**config.mk**
```make
export PLATFORM = sky130hd
export DESIGN_NAME = obbp_ram
export DESIGN_NICKNAME = d
export VERILOG_FILES = /design/src/obbp_ram.sv
export SDC_FILE = /design/constraint.sdc
export NUM_CORES = 1
export LEC_CHECK = 0
export ABC_AREA = 1
export BUFFER_PORTS_ARGS = -buffer_cell sky130_fd_sc_hd__buf_2
export CORE_MARGIN = 1.5
export CORE_UTILIZATION = 30
export DETAILED_ROUTE_END_ITERATION = 12
export MAX_ROUTING_LAYER = met4
export PLACE_DENSITY = 0.53
export SETUP_SLACK_MARGIN = 0.05
export SLEW_MARGIN = 10
export SYNTH_ARGS = -nofsm -noshare
export SYNTH_HDL_FRONTEND = slang
export SYNTH_SLANG_ARGS = --single-unit
```
**constraint.sdc**
```tcl
create_clock -name i_clk -period 3.3 [get_ports i_clk]
set_input_delay 0.66 -clock i_clk [delete_from_list [all_inputs] [get_ports i_clk]]
set_output_delay 0.66 -clock i_clk [all_outputs]
set_load 0.02 [all_outputs]
```
**src/obbp_ram.sv**
```systemverilog
`default_nettype none
// ----------------------------------------------------------------------------
// obbp_ram
// Generic simple dual-port RAM: one write port, one read port, registered
// read data.
// ----------------------------------------------------------------------------
module obbp_ram #(
    parameter int  WIDTH = 8,
    parameter int  DEPTH = 16,
    localparam int AW    = (DEPTH > 1) ? $clog2(DEPTH) : 1
) (
    input  wire logic             i_clk,
    input  wire logic             i_we,
    input  wire logic [AW-1:0]    i_waddr,
    input  wire logic [WIDTH-1:0] i_wdata,
    input  wire logic [AW-1:0]    i_raddr,
    output logic      [WIDTH-1:0] o_rdata
);

    logic [WIDTH-1:0] r_mem [DEPTH];
    logic [WIDTH-1:0] r_rdata;

    // Write port and registered read port.
    always_ff @(posedge i_clk) begin
        if (i_we) begin
            r_mem[i_waddr] <= i_wdata;
        end
        r_rdata <= r_mem[i_raddr];
    end

    assign o_rdata = r_rdata;

endmodule : obbp_ram
`default_nettype wire

```
-- Yosys cells after proc, flatten, opt, wreduce, memory -nomap -nowiden
Memories as Yosys holds them, arrays and structs flattened. A register that Yosys moved wholly into a read port is not among the register bits.
Index checks and enable logic that the tools add are counted.
Widths: inputs -> output; s select.
- memories kept: 1
- flip-flop bits (word level): 0
- word-level logic and storage cells: 3
- memory bits (writable): 128
- input port bits: 18
- output and inout port bits: 8
- multiplexer cells: 2
- memory list (name ; depth ; width ; rd ports ; clocked after Yosys merged registers in ; write ports ; RTL line ; RTL):
    r_mem ; 16 ; 8 ; 1 ; 1 ; 1 ; 20 ; logic [WIDTH-1:0] r_mem [DEPTH];
- operator list (cell ; count):
    $mux 1 ; 2

-- Depth between registers and ports, before layout
- word-level depth: 2
- mapped depth: 8
- mapped depth without buffers: 7

-- Worst setup path before layout
Ideal clock, no wire load.
- path type: input to register
- from: input i_waddr[2]
- to: memory r_mem[10][0] (enable)
- data required time: 2.930 ns
- data arrival time: 1.241 ns
- library setup time: 0.370 ns
- slack: 1.689 ns
- stages on the path: 2
- buffers on the path: 0
- cells stage by stage: nand3b_1 nor2_1
- RTL lines (element ; RTL line ; RTL):
    from (decl) ; 14 ; input wire logic [AW-1:0] i_waddr,
    to (decl) ; 20 ;
Straight into the memory's write port.

-- Worst setup path in the final report
- from: input i_waddr[2]
- to: memory r_mem[8][5] (enable)
Straight into the memory's write port.

==> impl_metrics.yaml <==
sta:
  final-setup-viol-count: 0
  finalCriticalPeriod_ns: 1.762
  rsz0062_at_grt: "false"
  tightestPinTransition_ns: 0.9718
  max_slew_margin_pct: 34.98
  post-route-period-util_pct: 53.38
  timing.final.hold_violations: 0
  fmax_mhz: 567.6
  finalClockSkew_ns: 0.008594
  slew_viol_final: 0
  setup_tns_ns: 0
pwr:
  ir_worst_vdd_v: 0.0003125
  leakagePower_nw: 2.835
  power_density_nw_per_um2: 629.2
clock_network:
  cts_tree: "yes"
  cts.path.max_buffers: 2
  cts_sinks: 136
  clkTransAtPathRegs_ns: 0.05
  clock-root-buffer: "clkbuf_16"
  htreeDepth: 4
  cts_buffers: 17
  ctsResizeCount: 0
  clock_latency_ns: 0.42
  postCtsHoldBufs: 0
  postCtsSetupRepairBufs: 0
grt:
  grt_antenna_before_repair: 0
  grt_pass1_vias: 3608
  grt_pass1_wl_mm: 20.35
  grt_use_total_pct: 14.46
  grt_overflow: 0
  grt_max_degree: 65
setup_path:
  start_kind: "primary input"
  end_kind: "flop"
  crit_slowest_cell: "nor2_1"
  crit_required_ns: 3.34
  critical_path.cell_chain: "buf_2, nand3b_1, nor2_1"
  r2r_slack_ns: 2.19
  cp.arrival_ns: 1.80
  slowest_delay_ns: 0.73
  crit_family: "simple AND/OR/NAND/NOR gates"
  worstSetupPathType: "in -> reg"
  cp_num_buf_inv: 1
  worstPathMaxFanout: 8
route:
  vias: 3676
  viasPerCell: 4.477
  avgRoutedWirePerCell_um: 16.03
  drtAntennaViolNets: 0
  first_pass_iters: 5
  routed_wl_mm: 13.16
  first_iter_violations: 382
  drc_errors: 0
placement:
  dpl.hpwl_mm: 7.840
  port_buffers: 25
  gp_congestion: 0.8099
  postPlaceCellArea_um2: 6053
logic_synthesis:
  netlist_instances: 551
  syn_area_um2: 5767
  ys_warn_count: 0
  avgSynthCellArea_um2: 10.47
  synth.distinct_cells: 12
  yosysSeqAreaShare_pct: 69.43
  syn_nets: 569
  ys_ff_latch: 136
final_layout:
  seqCellArea_um2: 4004
  multi_input_area_um2: 1214
  layout_commonest_cell: "nand2_1"
  drive_gt1_share_pct: 10.05
  layout_common_cells: "173 x nand2_1, 128 x edfxtp_1, 100 x inv_1, 97 x nand3_1, 25 x buf_2"
  n_fill_cell: 1850
  diodes: 0
  stdcell_area_um2: 6686
  area_growth_pct: 15.95
  nets: 592
die:
  ios: 26
  die_y_um: 141.6
  num_rows: 50
  initial_utilization_pct: 30.73
  die-area_um2: 20060
  core_um2: 18770
  die_w_um: 141.6
min_path:
  holdCritPathClass: "in -> reg"
flow_run:
  drv_cap: 0
status:
  status: "completed"
-- worst min-delay path: cells and delay by family --
| family | cells | cell delay, ns |
|---|---|---|
| buffers and inverters | 1 | 0.18 |
| AND/OR/NAND/NOR | 2 | 0.16 |
-- state kept, by name (all words and copies together), names as in the netlist --
register,flops
r_mem,128
o_rdata,8
-- per-stage QoR --
stage | utilization (%) | hold slack [ns] | setup WS [ns] | power, mW | std cells
6_report | 35.63 | 0.6354 | 1.538 | 4.207 | 821
5_1_grt | 35.63 | 0.6223 | 1.442 | 4.338 | 821
4_1_cts | 35.63 | 0.6148 | 1.542 | 4.246 | 821
3_5_place_dp | 32.25 | 0.6721 | 1.095 | 2.222 | 789
3_3_place_gp | 32.25 | 0.6531 | 1.099 | 2.219 | 789
2_1_floorplan | - | 0.6074 | 1.689 | 2.127 | 551
-- kinds of logic (layout without fill, tap and decap cells) --
kind of cell           Yosys count  after routing  synth area share (%)
flip-flops                     136            136                 69.43
AND/OR/NAND/NOR                289            289                 21.05
buffers and inverters          126            162                 9.525
-- synthesized netlist by cell type, drive strengths merged --
master	instances	area share, %
buf	24	2.9
dfxtp	8	2.8
edfxtp	128	67
inv	102	6.6
nand2	173	11
nand3	97	8.4
nand3b	2	0.26
nor2	17	1.1
-- layout make-up --
type | instances | share of cell area [%]
flip-flops and latches | 136 | 59.88
clock inverters | 15 | 3.106
well taps | 234 | 4.379
multi-input cells | 289 | 18.15
repair buffers | 28 | 2.395
inverters | 102 | 5.726
clock buffers | 17 | 6.362
-- report_power, final --
group	internal, mW	leakage (nW)	switching (mW)
combinational	0.0634	1.31	0.179
clock	1.33	0.301	0.697
sequential	1.93	1.22	0.00927
-- per-layer routing --
| metal | routed length (um) | global-route usage (%) | share of wire (%) |
|---|---|---|---|
| met3 | 589 | 3.307 | 4.5 |
| met2 | 6380 | 22.72 | 48 |
| met5 | 0 | - | 0 |
| met1 | 5963 | 18.21 | 45 |
| met4 | 224 | 5.643 | 1.7 |
-- worst paths after layout --
check	cells after the start	to	startpoint
max	3	r_mem[8][5]$_DFFE_PP_	i_waddr[2]
min	3	o_rdata[3]$_DFF_P_	i_raddr[3]
min reg2reg	6	o_rdata[0]$_DFF_P_	r_mem[10][0]$_DFFE_PP_
max reg2reg	6	o_rdata[3]$_DFF_P_	r_mem[7][3]$_DFFE_PP_
(Power assumes the default switching activity.)
