<file path="config.mk">
export PLATFORM = sky130hd
export DESIGN_NAME = obbp_cmp
export DESIGN_NICKNAME = d
export VERILOG_FILES = /design/src/obbp_pkg.sv /design/src/obbp_cmp.sv
export SDC_FILE = /design/constraint.sdc
export NUM_CORES = 1
export LEC_CHECK = 0
export ABC_AREA = 1
export BUFFER_PORTS_ARGS = -buffer_cell sky130_fd_sc_hd__buf_2
export CAP_MARGIN = 20
export CORE_UTILIZATION = 40
export DETAILED_ROUTE_END_ITERATION = 8
export GPL_ROUTABILITY_DRIVEN = 0
export MAX_ROUTING_LAYER = met4
export PLACE_DENSITY_LB_ADDON = 0.08
export SYNTH_ARGS = -nofsm -noshare
export SYNTH_HDL_FRONTEND = slang
export SYNTH_SLANG_ARGS = --single-unit
</file>
<file path="constraint.sdc">
create_clock -name vclk -period 2.1
set_clock_uncertainty 0.05 [all_clocks]
set_input_delay 0.315 -clock vclk [all_inputs]
set_output_delay 0.315 -clock vclk [all_outputs]
set_load 0.02 [all_outputs]
</file>
<file path="src/obbp_pkg.sv">
`default_nettype none
// ----------------------------------------------------------------------------
// obbp_pkg
// Shared types and constants for the order book best price tracker:
// request and response payloads, table word layouts and result codes.
// ----------------------------------------------------------------------------
package obbp_pkg;

    // Default table sizes.
    localparam int DEF_ORDER_SLOTS  = 64;
    localparam int DEF_PRICE_LEVELS = 64;

    // Field widths fixed by the interface.
    localparam int ID_W    = 32;
    localparam int PRICE_W = 32;
    localparam int CNT_W   = 7;

    // Ceiling of the per-level order count.
    localparam logic [CNT_W-1:0] COUNT_MAX = 7'd127;

    typedef enum logic {
        CMD_INSERT = 1'b0,
        CMD_ERASE  = 1'b1
    } t_cmd;

    typedef enum logic [1:0] {
        ST_APPLIED = 2'd0,
        ST_DUP     = 2'd1,
        ST_UNKNOWN = 2'd2,
        ST_FULL    = 2'd3
    } t_status;

    typedef struct packed {
        t_cmd               cmd;
        logic [ID_W-1:0]    ord_key;
        logic [PRICE_W-1:0] price;
    } t_req;

    typedef struct packed {
        t_status            status;
        logic               has_price;
        logic [PRICE_W-1:0] best_price;
    } t_rsp;

    // One order slot as stored in memory.
    typedef struct packed {
        logic               live;
        logic [ID_W-1:0]    id;
        logic [PRICE_W-1:0] price;
    } t_slot_word;

    // One price level as stored in memory.
    typedef struct packed {
        logic               live;
        logic [CNT_W-1:0]   orders;
        logic [PRICE_W-1:0] price;
    } t_lvl_word;

    // Outputs of the shared comparator.
    typedef struct packed {
        logic eq;
        logic gt;
    } t_cmp_res;

endpackage : obbp_pkg
`default_nettype wire

</file>
<file path="src/obbp_cmp.sv">
`default_nettype none
// ----------------------------------------------------------------------------
// obbp_cmp
// Shared price/id comparator used by every scan step of the sequencer.
// ----------------------------------------------------------------------------
module obbp_cmp (
    input  wire logic [obbp_pkg::PRICE_W-1:0] i_a,
    input  wire logic [obbp_pkg::PRICE_W-1:0] i_b,
    output obbp_pkg::t_cmp_res                o_res
);
    import obbp_pkg::*;

    // Equality and unsigned greater-than on the same operand pair.
    always_comb begin
        o_res.eq = (i_a == i_b);
        o_res.gt = (i_a > i_b);
    end

endmodule : obbp_cmp
`default_nettype wire

</file>
**Word level (Yosys, flattened, before mapping)**

Cells that the tools add are included.

- Word-level logic and storage cells: 2
- Input bits: 64
- Output and inout bits: 2
- Register bits after elaboration: 0

- Magnitude comparators: 1
- Eq/ne operators: 1

Operators by type and width:

| operator | count |
|---|---|
| $eq 32x32->1 | 1 |
| $gt 32x32->1 | 1 |

**Longest topological paths before layout**

Gate-level depths: netlist of the first run.

- Word-level depth: 1
- Gate-level depth with buffers: 13

**Worst setup path before layout of the first run**

OpenSTA, ideal clock, no wires.

- Path kind: input port to output port
- Start point: in i_b[31] (netlist name)
- End point: out o_res[0] (netlist name)
- Cell stages on the path: 8
- Arrival time: 1395 ps
- Setup slack: 340 ps
- Path through: inv_1 ha_1 nand2_1 nor2_2 and2_4 inv_2 nor3_4 a21oi_2

RTL lines:

| what | line | RTL |
|---|---|---|
| start: declaration | obbp_cmp.sv:8 | `input wire logic [obbp_pkg::PRICE_W-1:0] i_b,` |
| end: declaration | obbp_cmp.sv:9 | `output obbp_pkg::t_cmp_res o_res` |

==> metrics.cfg, run 1 <==
[logic_synthesis]
synth_cell_types=19
syn_avg_cell_area_um2=6.485
synth-seq-area-share_pct=0
syn_nets=238
yosysWarningCount=0
synthCells=142
synth_area_um2=920.9

[sta]
worstMarginPinSlew_ns=0.1877
setup_ws_ns=0.2323
fmax_ghz=0.5354
finalHoldViolCount=0
fin_crit_ns=1.868
rsz0062_at_grt=no
drv_slew=0
period_share_pct=88.94
setup_viol_count_final=0
max_slew_margin_pct=87.42
tns_ns=0

[cells_and_area]
nClkBuffers=0
flops_and_latches=0
drive_above_1_share_pct=39.90
regArea_um2=0
final_cell_mix=buf_2 (66), inv_1 (35), nand2_1 (34)
layout_commonest_cell=buf_2
n_antenna_cell=0
final_nets=306
area_growth_pct=39.67

[drt]
wl_per_cell_um=7.903
firstDrtPassIters=1
drtIter0Drc=0
dr_total_vias=1033
viasPerCell=4.377
antenna_left=0
drcViolationCount=0
finalWirelength_mm=1.865

[status]
status=complete, no violations

[placed_design]
io_buffers=66
dpl.hpwl_mm=1.829
post-place-ws_ns=0.2149

[power_and_ir_drop]
power_uw=219.3
p_leak_uw=0.0008742
ir_drop_uv=95.71
power_density_nw_per_um2=170.5

[worst_setup_path]
crit_top_cell=buf_2
cpPeakStageDelay_ns=0.29
slowest_stage=ha_1
crit_family=simple AND/OR/NAND/NOR gates
critPathKind=primary input to primary output
path_cells=buf_2, inv_1, ha_1, nand2_2, nor2_4, nand4_4, nor2_2, nand2_1, a21oi_2, buf_2
crit_fanout=2
critical_path_buf_inv_count=3
critPathLaunchType=primary input
worstPathRequired_ns=1.74
crit_start=i_b[23]
end_kind=primary output
cp.arrival_ns=1.50

[run]
max_cap_violations=0

[clock_network]
cts_setup_buffers=0
ctsResizeCount=0
cts_hold_buffers=0

[floorplan]
die_area_um2=2498
coreArea_um2=2191
fp-row-count=17
initial_core_util_pct=42.03
die_y_um=49.98
pin_count=66
die_w_um=49.98

[min_path]
hold-path-endpoint=o_res[1]
hold_depth=5
hold_start=i_a[16]
hold_path.class=primary input to primary output

[grt]
grt_first_pass_wirelength_mm=3.567
track_usage_pct=17.41
antenna_found_initial=0
grt_max_degree=4
overflow=0
grt_pass1_vias=1061

power breakdown:
group / internal [uW] / leakage (uW) / total [uW] / switching [uW]
clock: 0 / 0 / 0 / 0
combinational: 110 / 0.000874 / 219 / 109
sequential: 0 / 0 / 0 / 0
routing by layer:
layer	vias up	track usage [%]	share of wire [%]
li1	577	-	-
met1	418	17.82	43
met2	38	37.56	51
met3	0	0	5.5
met4	0	0	0
met5	-	-	0
synthesized netlist by cell type:
master	number	area, um^2
inv_2	5	18.77
nor2_4	1	11.26
nand2_1	34	127.6
a21o_1	1	7.510
nor3_4	1	16.27
o21a_1	2	15.01
nor2_2	3	18.77
ha_1	32	400.4
a21oi_2	1	8.760
inv_1	35	131.4
nand3_2	2	20.02
and2_4	1	8.760
nor2_1	5	18.77
nor3_2	1	10.01
a21oi_1	14	70.07
o21ai_1	1	5.000
nand2_2	1	6.260
o21ai_0	1	5.000
nand4_4	1	21.27
kinds of logic (layout without fill, tap and decap cells):
group                      count (synthesis)  after routing  synth area share [%]
AOI/OAI and AO/OA                         20             20                 12.09
adders and majority gates                 32             32                 43.48
buffers and inverters                     40            106                 16.30
and+or+nand+nor                           50             50                 28.13
cell type report:
type,instances,area [um^2]
fillers,224,904.6
multi-input cells,102,770.7
repair buffers,66,330.3
inverters,40,150.1
well taps,28,35.03
worst max path at each step:
stage	endpoint	cells past startpoint
2_1_floorplan	o_res[0]	8
6_report	o_res[0]	10
4_1_cts	o_res[0]	10
3_3_place_gp	o_res[0]	10
5_1_grt	o_res[0]	11
3_5_place_dp	o_res[0]	10
through the flow:
| stage | instances | utilization, % | hold WS, ns | area [um^2] |
|---|---|---|---|---|
| detailed placement | 236 | 58.71 | 1.206 | 1286 |
| global placement | 236 | 58.71 | 1.203 | 1286 |
| finish | 236 | 58.71 | 1.200 | 1286 |
| CTS | 236 | 58.71 | 1.206 | 1286 |
| floorplan | 142 | - | 0.9754 | 920.9 |
| global route | 236 | 58.71 | 1.227 | 1286 |
Note: power is estimated with default switching activity, not from simulation.
==> run 2: changes to the inputs <==
--- a/config.mk
+++ b/config.mk
@@ -5,7 +5,6 @@
 export SDC_FILE = /design/constraint.sdc
 export NUM_CORES = 1
 export LEC_CHECK = 0
-export ABC_AREA = 1
 export BUFFER_PORTS_ARGS = -buffer_cell sky130_fd_sc_hd__buf_2
 export CAP_MARGIN = 20
 export CORE_UTILIZATION = 40
==> metrics.cfg, run 2 <==
[status]
status=complete, no violations

[grt]
grt_first_pass_wirelength_mm=3.056  ; -14%
grt_max_degree=4  ; unchanged
track_usage_pct=18.26  ; +0.86 points
overflow=0  ; unchanged
antenna_found_initial=0  ; unchanged
grt_pass1_vias=814  ; -23%

[sta]
period_share_pct=98.97  ; +10 points
setup_ws_ns=0.02164  ; -0.2107 ns
max_slew_margin_pct=82.79  ; -4.6 points
finalHoldViolCount=0  ; unchanged
drv_slew=0  ; unchanged
setup_viol_count_final=0  ; unchanged
fmax_ghz=0.4811  ; -10%
worstMarginPinSlew_ns=0.2562  ; +0.06855 ns
tns_ns=0  ; unchanged
rsz0062_at_grt=yes
fin_crit_ns=2.078  ; +0.2107 ns

[min_path]
hold_start=i_a[31]
hold_depth=5  ; unchanged
hold-path-endpoint=o_res[0]
hold_path.class=primary input to primary output

[power_and_ir_drop]
ir_drop_uv=114.8  ; +20%
swShare_pct=45.60  ; -4.1 points
power_density_nw_per_um2=187.4  ; +9.9%
p_leak_uw=0.0008347  ; -4.5%
p_switching_uw=132.3  ; +21%
pwr-share-clk_pct=0  ; unchanged
power_frac_seq_pct=0  ; unchanged
combPwrFrac_pct=100.0  ; about the same
cell_internal_pwr_uw=157.8  ; +43%

[cells_and_area]
regArea_um2=0  ; unchanged
nClkBuffers=0  ; unchanged
final_cell_mix=buf_2 (60), inv_1 (22), ha_4 (18)
layout_commonest_cell=buf_2
final_nets=279  ; -8.8%
fillers=145  ; -35%
multi_input_area_um2=987.2  ; +28%
area_growth_pct=84.35
flops_and_latches=0  ; unchanged
drive_above_1_share_pct=60.77  ; +21 points
n_antenna_cell=0  ; unchanged

[logic_synthesis]
synth_area_um2=839.6  ; -8.8%
synth-seq-area-share_pct=0  ; unchanged
synthTopCellsByArea=ha_1 (48%), inv_1 (14%), a21oi_1 (6.0%)
synth_top_area_cell=ha_1
synth_top_cells_by_count=ha_1 (32), inv_1 (32), a21oi_1 (10), nand3_1 (6), nand4_1 (6)
yosysWarningCount=0  ; unchanged
synth_cell_types=22  ; +3
syn_nets=206  ; -13%
syn_avg_cell_area_um2=7.632  ; +18%
synth.top_cell.area_share_pct=47.69  ; +4.2 points
synthCells=110  ; -23%

[placed_design]
io_buffers=66  ; unchanged
post-place-ws_ns=-0.02365  ; -0.2386 ns
dpl.hpwl_mm=1.772  ; -3.1%

[floorplan]
coreArea_um2=1962  ; -10%
die_w_um=47.82  ; -4.3%
pin_count=66  ; unchanged
initial_core_util_pct=42.79  ; +0.76 points
fp-row-count=16  ; -1
die_area_um2=2286  ; -8.5%
die_y_um=47.82  ; -4.3%

[drt]
dr_total_vias=1008  ; -2.4%
finalWirelength_mm=2.528  ; +36%
viasPerCell=4.846  ; +11%
drtIter0Drc=5  ; +5
drcViolationCount=0  ; unchanged
antenna_left=0  ; unchanged
firstDrtPassIters=4  ; +3
wl_per_cell_um=12.15  ; +54%

[worst_setup_path]
critPathLaunchType=primary input
cp.arrival_ns=1.71  ; +0.21 ns
crit_fanout=2  ; unchanged
crit_start=i_b[1]
worstPathRequired_ns=1.74  ; about the same
critPathKind=primary input to primary output
end_kind=primary output

[run]
max_cap_violations=0  ; unchanged

## run 2: changes by cell type after synthesis, sizes merged, moves of 2 or more
cell / delta
nand2: -33
inv: -8
nor2: -8
nand4: +7
a21o: +4
a21oi: -4
nand3: +4
a211oi: +2
a21boi: +2
o21a: -2
o21ai: -2
## run 2: metrics by stage
stage	utilization (%)	area, um^2	hold slack [ns]	cells	power (uW)
floorplan	-	839.6	1.101	110	113.6
global placement	62.12	1219	1.163	205	193.9
detailed placement	62.12	1219	1.200	205	202.5
CTS	63.65	1249	1.200	205	209.5
global route	78.89	1548	1.252	208	324.3
finish	78.89	1548	1.228	208	290.0
## run 2: repair_timing
item                       in CTS  in global routing
setup endpoints to repair       1                  1
hold buffers                    0                  0
gates cloned                    0                  0
pin swaps                       5                 22
buffers inserted                0                  3
resized for setup               3                 40
## run 2: layout make-up
type	count	area share, %
Tap cell	27	2.183
Timing Repair Buffer	71	25.95
Inverter	32	8.084
Multi-Input combinational cell	78	63.78
## run 2: how the worst max path moves through the flow
| stage | slack (ns) | endpoint | cells past startpoint |
|---|---|---|---|
| after floorplan | 0.15 | o_res[0] | 7 |
| after global placement | 0.02 | o_res[0] | 8 |
| after detailed placement | -0.02 | o_res[0] | 9 |
| after CTS | 0.009 | o_res[0] | 8 |
| after global routing | -0.02 | o_res[0] | 9 |
| final | 0.02 | o_res[0] | 9 |
## run 2: cells by family after synthesis
kind of cell             after synthesis  share of synthesized area (%)
adder cells (fa/ha/maj)               32                          47.69
AO/OA/AOI/OAI                         24                          19.97
buffers and inverters                 32                          14.31
AND/OR/NAND/NOR                       22                          18.03
## run 2: critical path, stage by stage
cell and delay (ns):
buf_6 0.10, inv_4 0.05, ha_4 0.20, nor2b_4 0.12, o211ai_1 0.20, a21boi_2 0.09
o41ai_2 0.33, a31oi_1 0.14, buf_4 0.18
## run 2: power by group through the flow
stage                     Combinational [uW]  Clock [uW]  Sequential, uW
after floorplan                          114           0               0
final                                    290           0               0
after CTS                                210           0               0
after detailed placement                 203           0               0
after global routing                     324           0               0
after global placement                   194           0               0
## run 2: metal layers
metal  track usage, %  vias up  part of all wire [%]
li1                 -      535                     -
met1            22.89      431                    42
met2            34.59       40                    51
met3                0        2                   5.8
met4                0        0                  0.55
met5                -        -                     0
==> run 3: changes to the inputs <==
--- a/config.mk
+++ b/config.mk
@@ -5,10 +5,10 @@
 export SDC_FILE = /design/constraint.sdc
 export NUM_CORES = 1
 export LEC_CHECK = 0
-export BUFFER_PORTS_ARGS = -buffer_cell sky130_fd_sc_hd__buf_2
 export CAP_MARGIN = 20
 export CORE_UTILIZATION = 40
 export DETAILED_ROUTE_END_ITERATION = 8
+export DONT_BUFFER_PORTS = 1
 export GPL_ROUTABILITY_DRIVEN = 0
 export MAX_ROUTING_LAYER = met4
 export PLACE_DENSITY_LB_ADDON = 0.08
==> metrics.cfg, run 3 (synthesis results as in run 2) <==
[floorplan]
die_area_um2=2286  ; unchanged
fp-row-count=16  ; unchanged
initial_core_util_pct=42.79  ; unchanged
coreArea_um2=1962  ; unchanged
pin_count=66  ; unchanged
die_y_um=47.82  ; unchanged
die_w_um=47.82  ; unchanged

[drt]
wl_met3_um=112  ; -23%
drcViolationCount=0  ; unchanged
route.top_layer_used=met3
antenna_left=0  ; unchanged
firstDrtPassIters=4  ; unchanged
wl_per_cell_um=11.12  ; -8.5%
met2_length_um=728  ; -44%
drtIter0Drc=9  ; +4
finalWirelength_mm=1.546  ; -39%
wl_met1_um=704  ; -34%
dr_total_vias=747  ; -26%
viasPerCell=5.374  ; +11%

[sta]
rsz0062_at_grt=no
fmax_ghz=0.4959  ; +3.1%
tns_ns=0  ; unchanged
setup_viol_count_final=0  ; unchanged
max_slew_margin_pct=80.82  ; -2.0 points
period_share_pct=96.02  ; -2.9 points
drv_slew=0  ; unchanged
fin_crit_ns=2.016  ; -0.06193 ns
worstMarginPinSlew_ns=0.2860  ; +0.02973 ns
finalHoldViolCount=0  ; unchanged

[worst_setup_path]
end_kind=primary output
critPathKind=primary input to primary output
worstPathRequired_ns=1.74  ; about the same
critPathLaunchType=primary input
crit_fanout=3  ; +1
cp.arrival_ns=1.65  ; -0.06 ns

[cells_and_area]
final_cell_mix=inv_1 (32), ha_1 (32), a21oi_1 (10)
flops_and_latches=0  ; unchanged
finish.utilization_pct=45.54  ; -33 points
n_antenna_cell=0  ; unchanged
fin_cells=139  ; -33%
area_growth_pct=6.408
nClkBuffers=0  ; unchanged
final_area_um2=893.4  ; -42%
final_nets=210  ; -25%
regArea_um2=0  ; unchanged
drive_above_1_share_pct=8.036  ; -53 points

[grt]
overflow=0  ; unchanged
track_usage_pct=12.81  ; -5.5 points
grt_first_pass_wirelength_mm=2.132  ; -30%
antenna_found_initial=0  ; unchanged
grt_pass1_vias=608  ; -25%
grt_max_degree=4  ; unchanged

[power_and_ir_drop]
pwr-share-clk_pct=0  ; unchanged
ir_drop_uv=71.95  ; -37%
power_frac_seq_pct=0  ; unchanged
swShare_pct=53.73  ; +8.1 points
p_leak_uw=0.0005585  ; -33%
power_density_nw_per_um2=157.3  ; -16%
cell_internal_pwr_uw=65.02  ; -59%
combPwrFrac_pct=100.0  ; about the same
p_switching_uw=75.49  ; -43%

[clock_network]
cts_hold_buffers=0  ; unchanged
cts_setup_buffers=0  ; unchanged

[placed_design]
io_buffers=0  ; -100%
dpl.hpwl_mm=1.532  ; -14%
placed_area_um2=888.4  ; -27%
numPlacedInstances=139  ; -32%

[min_path]
hold_path.class=primary input to primary output

[run]
max_cap_violations=0  ; unchanged

[status]
status=complete, no violations

[run 3: cell types whose count changed in the layout (fill, tap and decap cells not counted), moves of 4 or more]
cell   before  now
ha_1       14   32
buf_4       6    2
buf_6       5    0
inv_2       8    0
buf_2      60    0
ha_4       18    0
inv_1      22   32
[run 3: layer usage]
layer | up-vias | global-route usage (%)
li1 | 397 | -
met1 | 308 | 15.11
met2 | 42 | 25.41
met3 | 0 | 0
met4 | 0 | 0
met5 | - | -
[run 3: worst max-delay path, stage by stage]
cell and delay (ns):
inv_1 0.03, ha_1 0.30, a21o_1 0.20, a21oi_2 0.12, a21oi_1 0.09, o41ai_2 0.31
a31oi_1 0.12, buf_4 0.17
[run 3: timing repair]
| action | 4_1_cts | 5_1_grt |
|---|---|---|
| gates resized for setup | 0 | 1 |
| endpoints found under the setup margin | 0 | 1 |
| hold endpoints to repair | 0 | 0 |
[run 3: layout make-up]
type | count | area [um^2]
fillers | 206 | 1069
multi-input cells | 78 | 724.4
inverters | 32 | 120.1
well taps | 27 | 33.78
repair buffers | 2 | 15.01
[run 3: worst paths after layout]
kind,from,to,slack (ns),depth (start not counted)
worst min-delay path,i_a[31],o_res[0],1.07,4
worst max-delay path,i_b[10],o_res[0],0.08,8
[run 3: per-stage QoR]
| step | worst slack [ns] | total power (uW) | hold slack (ns) |
|---|---|---|---|
| 4_1_cts | 0.05491 | 143.1 | 1.090 |
| 3_5_place_dp | 0.06104 | 142.4 | 1.098 |
| 6_report | 0.08357 | 140.5 | 1.067 |
| 3_3_place_gp | 0.1050 | 136.4 | 1.063 |
| 5_1_grt | 0.01336 | 166.3 | 1.134 |
| 2_1_floorplan | 0.1548 | 113.6 | 1.101 |
[run 3: power by group through the flow]
stage	Combinational (uW)	Clock (uW)	Sequential [uW]
3_3_place_gp	136	0	0
2_1_floorplan	114	0	0
6_report	141	0	0
4_1_cts	143	0	0
3_5_place_dp	142	0	0
5_1_grt	166	0	0
